$ cat config.mk
export PLATFORM = sky130hd
export DESIGN_NAME = image_container_verifier_flat
export DESIGN_NICKNAME = d
export VERILOG_FILES = /design/src/icv_pkg.sv /design/src/icv_byte_if.sv /design/src/icv_regs.sv /design/src/image_container_verifier.sv /design/src/flat_wrapper.sv
export SDC_FILE = /design/constraint.sdc
export NUM_CORES = 1
export LEC_CHECK = 0
export ABC_AREA = 1
export BUFFER_PORTS_ARGS = -buffer_cell sky130_fd_sc_hd__buf_2
export CAP_MARGIN = 20
export CORE_AREA = 2 2 200 202
export DETAILED_ROUTE_END_ITERATION = 10
export DIE_AREA = 0 0 202 204
export GPL_ROUTABILITY_DRIVEN = 0
export PLACE_DENSITY_LB_ADDON = 0.08
export SYNTH_ARGS = -nofsm -noshare
export SYNTH_HDL_FRONTEND = slang
export SYNTH_SLANG_ARGS = --single-unit
$ cat constraint.sdc
create_clock -name clk -period 11.7 [get_ports clk]
set_clock_uncertainty 0.2 [all_clocks]
set_input_delay 2.34 -clock clk [delete_from_list [all_inputs] [get_ports clk]]
set_output_delay 2.34 -clock clk [all_outputs]
set_load 0.03 [all_outputs]
$ cat src/icv_pkg.sv
// Package for the image container verifier: sizes, register indexes, status codes,
// the configuration struct and the byte-wide CRC-32/MPEG-2 update.
// Depends on nothing; used by icv_regs, image_container_verifier and icv_checker.
package icv_pkg;

	localparam int unsigned MaxImageBytes = 16777216;
	localparam int unsigned OffsetW = $clog2(MaxImageBytes + 1);
	localparam int unsigned CapW = 25;
	localparam int unsigned CapacityReset = 16777216;
	localparam int unsigned LenBytes = 4;
	localparam int unsigned HeaderBytes = 16;
	localparam int unsigned CrcBytes = 4;
	localparam int unsigned MinImageBytes = 20;
	localparam int unsigned MakerEnd = 7;
	localparam int unsigned HardwareEnd = 11;
	localparam int unsigned VariantEnd = 15;
	localparam logic [31:0] CrcPoly = 32'h04C1_1DB7;
	localparam logic [31:0] CrcInit = 32'hFFFF_FFFF;
	localparam int unsigned AddrW = 4;

	typedef enum logic [1:0] {
		REG_MAKER    = 2'd0,
		REG_HARDWARE = 2'd1,
		REG_VARIANT  = 2'd2,
		REG_CAPACITY = 2'd3
	} reg_idx_t;

	typedef enum logic [2:0] {
		ST_OK        = 3'd0,
		ST_SHORT     = 3'd1,
		ST_LEN_LARGE = 3'd2,
		ST_IDENTITY  = 3'd3,
		ST_CRC       = 3'd4,
		ST_CAPACITY  = 3'd5
	} status_t;

	typedef struct packed {
		logic [31:0]     maker;
		logic [31:0]     hardware;
		logic [31:0]     variant;
		logic [CapW-1:0] capacity;
	} cfg_t;

	function automatic logic [31:0] crc32_byte(input logic [31:0] crc, input logic [7:0] b);
		logic [31:0] c;
		logic        top;
		c = crc;
		for (int i = 7; i >= 0; i--) begin
			top = c[31] ^ b[i];
			c = {c[30:0], 1'b0};
			if (top) begin
				c = c ^ CrcPoly;
			end
		end
		return c;
	endfunction

endpackage

$ cat src/icv_byte_if.sv
// Channel interfaces of the image container verifier: image bytes in, results out.
// Depends on nothing.
interface icv_byte_if;
	logic       valid;
	logic       ready;
	logic [7:0] in_byte;
	logic       in_last;

	modport source (output valid, in_byte, in_last, input ready);
	modport sink (input valid, in_byte, in_last, output ready);
	modport mon (input valid, ready, in_byte, in_last);
endinterface

interface icv_res_if;
	logic        valid;
	logic        ready;
	logic [7:0]  out_byte;
	logic        is_payload;
	logic        done_res;
	logic [2:0]  status;
	logic [31:0] payload_length;

	modport source (output valid, out_byte, is_payload, done_res, status, payload_length,
		input ready);
	modport sink (input valid, out_byte, is_payload, done_res, status, payload_length,
		output ready);
	modport mon (input valid, ready, out_byte, is_payload, done_res, status, payload_length);
endinterface

$ cat src/icv_regs.sv
// APB-style configuration registers of the image container verifier.
// Depends on icv_pkg for the register indexes and the configuration struct.
module icv_regs (
	input  logic                       clk,
	input  logic                       arst_n,
	input  logic                       psel,
	input  logic                       penable,
	input  logic                       pwrite,
	input  logic [icv_pkg::AddrW-1:0]  paddr,
	input  logic [31:0]                pwdata,
	output logic [31:0]                prdata,
	output logic                       pready,
	output icv_pkg::cfg_t              cfg
);
	import icv_pkg::*;

	cfg_t     cfg_q;
	reg_idx_t idx;
	logic     wr_en;

	assign idx    = reg_idx_t'(paddr[3:2]);
	assign wr_en  = psel && penable && pwrite;
	assign pready = 1'b1;
	assign cfg    = cfg_q;

	always_ff @(posedge clk or negedge arst_n) begin
		if (!arst_n) begin
			cfg_q.maker    <= '0;
			cfg_q.hardware <= '0;
			cfg_q.variant  <= '0;
			cfg_q.capacity <= CapW'(CapacityReset);
		end else if (wr_en) begin
			unique case (idx)
				REG_MAKER:    cfg_q.maker    <= pwdata;
				REG_HARDWARE: cfg_q.hardware <= pwdata;
				REG_VARIANT:  cfg_q.variant  <= pwdata;
				REG_CAPACITY: cfg_q.capacity <= pwdata[CapW-1:0];
				default:      cfg_q.maker    <= cfg_q.maker;
			endcase
		end
	end

	always_comb begin
		unique case (idx)
			REG_MAKER:    prdata = cfg_q.maker;
			REG_HARDWARE: prdata = cfg_q.hardware;
			REG_VARIANT:  prdata = cfg_q.variant;
			REG_CAPACITY: prdata = 32'(cfg_q.capacity);
			default:      prdata = '0;
		endcase
	end
endmodule

$ cat src/image_container_verifier.sv
// Image container verifier: checks size, length, identity words, CRC and capacity of a byte stream.
// Pipeline: each byte passes through an input register and then a result register.
// Throughput: one byte per cycle unless the result side stalls; the two registers part the sides.
// Reset clears the pipeline and the parse state and returns the registers to reset values.
// Depends on icv_pkg, icv_byte_if, icv_res_if and icv_regs.
module image_container_verifier (
	input  logic                       clk,
	input  logic                       arst_n,
	icv_byte_if.sink                   image,
	icv_res_if.source                  result,
	input  logic                       psel,
	input  logic                       penable,
	input  logic                       pwrite,
	input  logic [icv_pkg::AddrW-1:0]  paddr,
	input  logic [31:0]                pwdata,
	output logic [31:0]                prdata,
	output logic                       pready
);
	import icv_pkg::*;

	cfg_t cfg;

	icv_regs u_regs (
		.clk     (clk),
		.arst_n  (arst_n),
		.psel    (psel),
		.penable (penable),
		.pwrite  (pwrite),
		.paddr   (paddr),
		.pwdata  (pwdata),
		.prdata  (prdata),
		.pready  (pready),
		.cfg     (cfg)
	);

	logic        valid_s1;
	logic [7:0]  byte_s1;
	logic        last_s1;
	logic        valid_s2;
	logic [7:0]  byte_s2;
	logic        payload_s2;
	logic        done_s2;
	status_t     status_s2;
	logic [31:0] length_s2;

	logic [OffsetW-1:0] offset_q;
	logic [31:0]        length_q;
	logic [31:0]        ident_q;
	logic               ident_ok_q;
	logic [31:0]        crc_q;
	logic [31:0]        stored_q;

	logic               adv;
	logic               in_image;
	logic [32:0]        off_w;
	logic [32:0]        len_end;
	logic               in_len;
	logic               in_ident;
	logic               in_crc;
	logic               in_pay;
	logic               in_stored;
	logic [OffsetW-1:0] offset_n;
	logic [31:0]        length_n;
	logic [31:0]        ident_n;
	logic               ident_ok_n;
	logic [31:0]        crc_n;
	logic [31:0]        stored_n;
	logic [OffsetW-1:0] total;
	status_t            status_n;

	assign adv         = valid_s1 && (!valid_s2 || result.ready);
	assign image.ready = !valid_s1 || adv;

	always_ff @(posedge clk or negedge arst_n) begin
		if (!arst_n) begin
			valid_s1 <= 1'b0;
			valid_s2 <= 1'b0;
		end else begin
			if (image.ready) begin
				valid_s1 <= image.valid;
			end
			if (adv) begin
				valid_s2 <= 1'b1;
			end else if (result.ready) begin
				valid_s2 <= 1'b0;
			end
		end
	end

	always_ff @(posedge clk) begin
		if (image.valid && image.ready) begin
			byte_s1 <= image.in_byte;
			last_s1 <= image.in_last;
		end
		if (adv) begin
			byte_s2    <= byte_s1;
			payload_s2 <= in_image && in_pay;
			done_s2    <= last_s1;
			status_s2  <= last_s1 ? status_n : ST_OK;
			length_s2  <= last_s1 ? length_n : '0;
		end
	end

	always_comb begin
		in_image  = offset_q < OffsetW'(MaxImageBytes);
		off_w     = 33'(offset_q);
		len_end   = 33'(length_q) + 33'(HeaderBytes);
		in_len    = offset_q < OffsetW'(LenBytes);
		in_ident  = !in_len && offset_q < OffsetW'(HeaderBytes);
		in_crc    = !in_len && off_w < len_end;
		in_pay    = offset_q >= OffsetW'(HeaderBytes) && off_w < len_end;
		in_stored = off_w >= len_end && off_w < len_end + 33'(CrcBytes);

		offset_n   = offset_q;
		length_n   = length_q;
		ident_n    = ident_q;
		ident_ok_n = ident_ok_q;
		crc_n      = crc_q;
		stored_n   = stored_q;
		if (in_image) begin
			offset_n = offset_q + 1'b1;
			if (in_len) begin
				length_n = {length_q[23:0], byte_s1};
			end
			if (in_ident) begin
				ident_n = {ident_q[23:0], byte_s1};
			end
			if ((offset_q == OffsetW'(MakerEnd) && ident_n != cfg.maker) ||
				(offset_q == OffsetW'(HardwareEnd) && ident_n != cfg.hardware) ||
				(offset_q == OffsetW'(VariantEnd) && ident_n != cfg.variant)) begin
				ident_ok_n = 1'b0;
			end
			if (in_crc) begin
				crc_n = crc32_byte(crc_q, byte_s1);
			end
			if (in_stored) begin
				stored_n = {stored_q[23:0], byte_s1};
			end
		end

		total = in_image ? offset_q + 1'b1 : OffsetW'(MaxImageBytes);
		priority if (total < OffsetW'(MinImageBytes)) begin
			status_n = ST_SHORT;
		end else if (length_n > 32'(total - OffsetW'(MinImageBytes))) begin
			status_n = ST_LEN_LARGE;
		end else if (!ident_ok_n) begin
			status_n = ST_IDENTITY;
		end else if (crc_n != stored_n) begin
			status_n = ST_CRC;
		end else if (length_n > 32'(cfg.capacity)) begin
			status_n = ST_CAPACITY;
		end else begin
			status_n = ST_OK;
		end
	end

	always_ff @(posedge clk or negedge arst_n) begin
		if (!arst_n) begin
			offset_q   <= '0;
			length_q   <= '0;
			ident_q    <= '0;
			ident_ok_q <= 1'b1;
			crc_q      <= CrcInit;
			stored_q   <= '0;
		end else if (adv) begin
			if (last_s1) begin
				offset_q   <= '0;
				length_q   <= '0;
				ident_q    <= '0;
				ident_ok_q <= 1'b1;
				crc_q      <= CrcInit;
				stored_q   <= '0;
			end else begin
				offset_q   <= offset_n;
				length_q   <= length_n;
				ident_q    <= ident_n;
				ident_ok_q <= ident_ok_n;
				crc_q      <= crc_n;
				stored_q   <= stored_n;
			end
		end
	end

	assign result.valid          = valid_s2;
	assign result.out_byte       = byte_s2;
	assign result.is_payload     = payload_s2;
	assign result.done_res       = done_s2;
	assign result.status         = 3'(status_s2);
	assign result.payload_length = length_s2;
endmodule

$ cat src/flat_wrapper.sv
// flat-port wrapper written by rule: the top's interface ports become plain ports
module image_container_verifier_flat import icv_pkg::*;
  (clk, arst_n, psel, penable, pwrite, paddr, pwdata, prdata, pready, image_valid, image_in_byte, image_in_last, image_ready, result_valid, result_out_byte, result_is_payload, result_done_res, result_status, result_payload_length, result_ready);
  icv_byte_if image_i ();
  icv_res_if result_i ();
  input  logic clk;
  input  logic arst_n;
  input  logic psel;
  input  logic penable;
  input  logic pwrite;
  input  logic [icv_pkg::AddrW-1:0] paddr;
  input  logic [31:0] pwdata;
  output logic [31:0] prdata;
  output logic pready;
  input wire logic [$bits(image_i.valid)-1:0] image_valid;
  input wire logic [$bits(image_i.in_byte)-1:0] image_in_byte;
  input wire logic [$bits(image_i.in_last)-1:0] image_in_last;
  output wire logic [$bits(image_i.ready)-1:0] image_ready;
  output wire logic [$bits(result_i.valid)-1:0] result_valid;
  output wire logic [$bits(result_i.out_byte)-1:0] result_out_byte;
  output wire logic [$bits(result_i.is_payload)-1:0] result_is_payload;
  output wire logic [$bits(result_i.done_res)-1:0] result_done_res;
  output wire logic [$bits(result_i.status)-1:0] result_status;
  output wire logic [$bits(result_i.payload_length)-1:0] result_payload_length;
  input wire logic [$bits(result_i.ready)-1:0] result_ready;
  assign image_i.valid = image_valid;
  assign image_i.in_byte = image_in_byte;
  assign image_i.in_last = image_in_last;
  assign image_ready = image_i.ready;
  assign result_valid = result_i.valid;
  assign result_out_byte = result_i.out_byte;
  assign result_is_payload = result_i.is_payload;
  assign result_done_res = result_i.done_res;
  assign result_status = result_i.status;
  assign result_payload_length = result_i.payload_length;
  assign result_i.ready = result_ready;
  image_container_verifier u_core (.clk(clk), .arst_n(arst_n), .image(image_i), .result(result_i), .psel(psel), .penable(penable), .pwrite(pwrite), .paddr(paddr), .pwdata(pwdata), .prdata(prdata), .pready(pready));
endmodule
==> reports/qor.txt <==
outcome - completed
r2r endpoint - u_core.result.status[2]
TritonCTS Buffers - 39
CTS HTree Levels - 2
post-route worst setup slack - 4685 ps
share of total power in sequential cells - 0.306
WL per Instance - 19.05 um
pwr dens - 222.5 nW/um^2
post-synth top area share - 0.2722
unrepaired setup endpoints after global routing - false
required time worst endpoint - 9160 ps
crit path max fanout - 24
worst slew pin tran - 1118 ps
worst r2r src - u_core.offset_q[3]
Max VDD drop - 0.1221 mV
synthesized cell area - 22,340 um^2
pre-CTS WS - 4719 ps
fin crit share - 0.5995
met1 usage - 0.4499
crit path from - paddr[2]
WL final - 69,170 um
maximum number of pins on one net before global-route repair - 173
first-pass GRT wire length - 109,100 um
Via density - 5.838
async set-reset flop share out of synthesis - 0.8369
post-synthesis sequential area ratio - 0.3847
Switching Share - 0.4418
CP startpoint kind - primary input
vias in the first global route - 19,990
ANT nets after route - 0
synthesis-to-layout area growth - 10.95%
Synth Flop Type - dfrtp_1
Port Buf Inserts - 128
chip height - 204 um
share of layout cells above drive strength 1 - 0.1056
initial antenna violation count - 0
Clock Sink Count - 331
Post-CTS Resized - 0
Critical Path Sink - prdata[28]
Worst Reg-to-Reg Cells - 26
dominant cells by area after synthesis - dfrtp_1 (27%), nand2_1 (13%), edfxtp_1 (7.3%)
register bit total from synthesis - 331
M3 GR Usage - 0.04305
Hold Slack - 283.4 ps
Syn. warnings - 0
Setup CP Type - in2out
post-DP HPWL - 49,380 um
Tmin final - 7015 ps
largest area contributor in the netlist - dfrtp_1
initial drt markers - 1,926
total power - 5.516 mW
Syn Inst Count - 2,988
P_sw - 2.437 mW
Hold-fix buffers, CTS - 0
Clock power frac - 0.230
# DRC - 0
root buffer cell - clkbuf_16
Post-synth EDFFs - 54
Slew Viols, Final - 0
Int Pwr - 3.079 mW
slew margin rel. - 0.2538
Critical Path End Type - output port
Die ar. - 41,210 um^2
grt total ovfl - 0
Ant. Diodes - 0
Std-Cell Rows - 73
Detailed Routing Iterations Pass 1 - 8
CTS tree - yes
setup bufs post-CTS - 0
met2 GRT Util - 0.5446
core area - 39,180 um^2
Reg clk slew, reported paths - 60 ps
Final setup viols - 0
initial core utilization - 0.5702
Final Hold Fails - 0
Most Crowded Layer GR - met2
Longest Clk Path Bufs - 3
MaxCap Viol Count - 0
Worst Hold Class - reg2reg
Die W - 202 um
Comb pwr share - 0.463
syn_area_per_cell - 7.477 um^2
FF-to-FF setup slack - 4740 ps
count of distinct cell types in the synthesized netlist - 56
Synthesized Nets - 3,152
gr usage total - 0.3357
Ports - 132
Final #Nets - 3,238
clk_lat worst skew - 580 ps
Peak Freq - 0.1426 GHz
Lkg Pwr - 12.06 nW
Arrival @ worst endpoint - 4470 ps
Setup Total Neg Slack - 0 ps
routed vias - 21,190
Yosys cell counts, drive strengths merged, types with 2 or more instances:
cell type,count
ha,112
nor3b,2
nand4,58
or2,17
nor2,201
inv,406
nand3b,12
and3,4
nand3,188
o2111ai,21
dfstp,34
xor2,128
a211oi,4
dfrtp,243
o21a,2
nand2,809
xnor2,66
a21o,2
o21ai,236
clkinv,2
edfxtp,54
a31oi,2
nor3,25
nor4,26
o211ai,4
buf,21
o21bai,2
o221a,2
clkbuf,84
o22ai,144
o221ai,8
a21oi,59
a221o,2
per-layer routing:
| metal | share of wire | vias up | wire length, um |
|---|---|---|---|
| met4 | 0.047 | 0 | 3285 |
| met1 | 0.42 | 10050 | 29040 |
| met3 | 0.075 | 182 | 5178 |
| met5 | 0 | - | 0 |
| met2 | 0.46 | 908 | 31660 |
| li1 | - | 10050 | - |
power groups by stage:
stage | clock, mW | combinational, mW | sequential [mW]
after floorplan | 0 | 1.82 | 1.69
final | 1.27 | 2.56 | 1.69
after global placement | 0 | 2.44 | 1.69
after global routing | 1.32 | 2.85 | 1.72
after CTS | 1.28 | 2.52 | 1.68
after detailed placement | 0 | 2.51 | 1.70
logic make-up after synthesis:
logic type,after synthesis,synth area share
compound gates,494,0.1275
fa+ha+maj,112,0.06272
simple gates,1343,0.2606
other cells,1,0.0001678
flops,331,0.3847
xor+xnor,194,0.07605
buf+inv,513,0.08826
registers in the layout (all words and copies together), names as in the netlist:
| name | count |
|---|---|
| u_core.u_regs.cfg | 121 |
| u_core.result.done_res | 1 |
| u_core.last_s1 | 1 |
| u_core.crc_q | 32 |
| u_core.length_q | 32 |
| u_core.ident_q | 32 |
| u_core.result.out_byte | 8 |
| u_core.result.status | 3 |
| u_core.result.valid | 1 |
| u_core.result.payload_length | 32 |
| u_core.stored_q | 32 |
| u_core.offset_q | 25 |
| u_core.byte_s1 | 8 |
| u_core.valid_s1 | 1 |
| u_core.ident_ok_q | 1 |
| u_core.result.is_payload | 1 |
worst min path at each step:
stage / start / endpoint / slack, ps / depth (start not counted)
finish: u_core.u_regs.cfg[10] / u_core.u_regs.cfg[10] / 280 / 2
global route: u_core.u_regs.cfg[115] / u_core.u_regs.cfg[115] / 300 / 2
CTS: u_core.u_regs.cfg[12] / u_core.u_regs.cfg[12] / 290 / 2
detailed placement: u_core.u_regs.cfg[10] / u_core.u_regs.cfg[10] / 270 / 2
global placement: u_core.u_regs.cfg[10] / u_core.u_regs.cfg[10] / 270 / 2
floorplan: u_core.u_regs.cfg[105] / u_core.u_regs.cfg[105] / 250 / 2
layout by cell type, fill, tap and decap left out, types with 17 or more instances in the layout:
cell type and n:
clkbuf_16 39, nor3_1 23, o2111ai_1 21, dfrtp_1 243, nor2_1 180, dfstp_2 34
nor4_1 24, o22ai_1 144, ha_1 112, nand4_1 58, nand2_1 788, a21oi_1 57
edfxtp_1 54, buf_2 128, or2_2 17, nand3_1 184, o21ai_1 31, o21ai_0 204
xor2_1 128, xnor2_1 66, nand2_2 19, inv_1 396
through the flow:
| stage | utilization | std cells | area (um^2) |
|---|---|---|---|
| 2_1_floorplan | - | 2988 | 22340 |
| 3_3_place_gp | 0.5970 | 3553 | 23390 |
| 3_5_place_dp | 0.5975 | 3554 | 23410 |
| 4_1_cts | 0.6309 | 3626 | 24720 |
| 5_1_grt | 0.6326 | 3630 | 24790 |
| 6_report | 0.6326 | 3630 | 24790 |
area by class of cell:
cell class | instances | area (um^2)
fill | 3523 | 14400
multi-input combinational | 2144 | 11810
sequential | 331 | 8596
inverter | 408 | 1535
clock buffer | 52 | 1095
timing repair buffer | 150 | 878.3
tap | 525 | 656.9
clock inverter | 20 | 214.0
critical path, cell delays in order:
cell and delay (ps):
buf_2 120, inv_1 80, nand2_1 380, inv_1 990, nand2_1 130, o221ai_1 170
buf_2 270
Note: power is estimated with default switching activity, not from simulation.
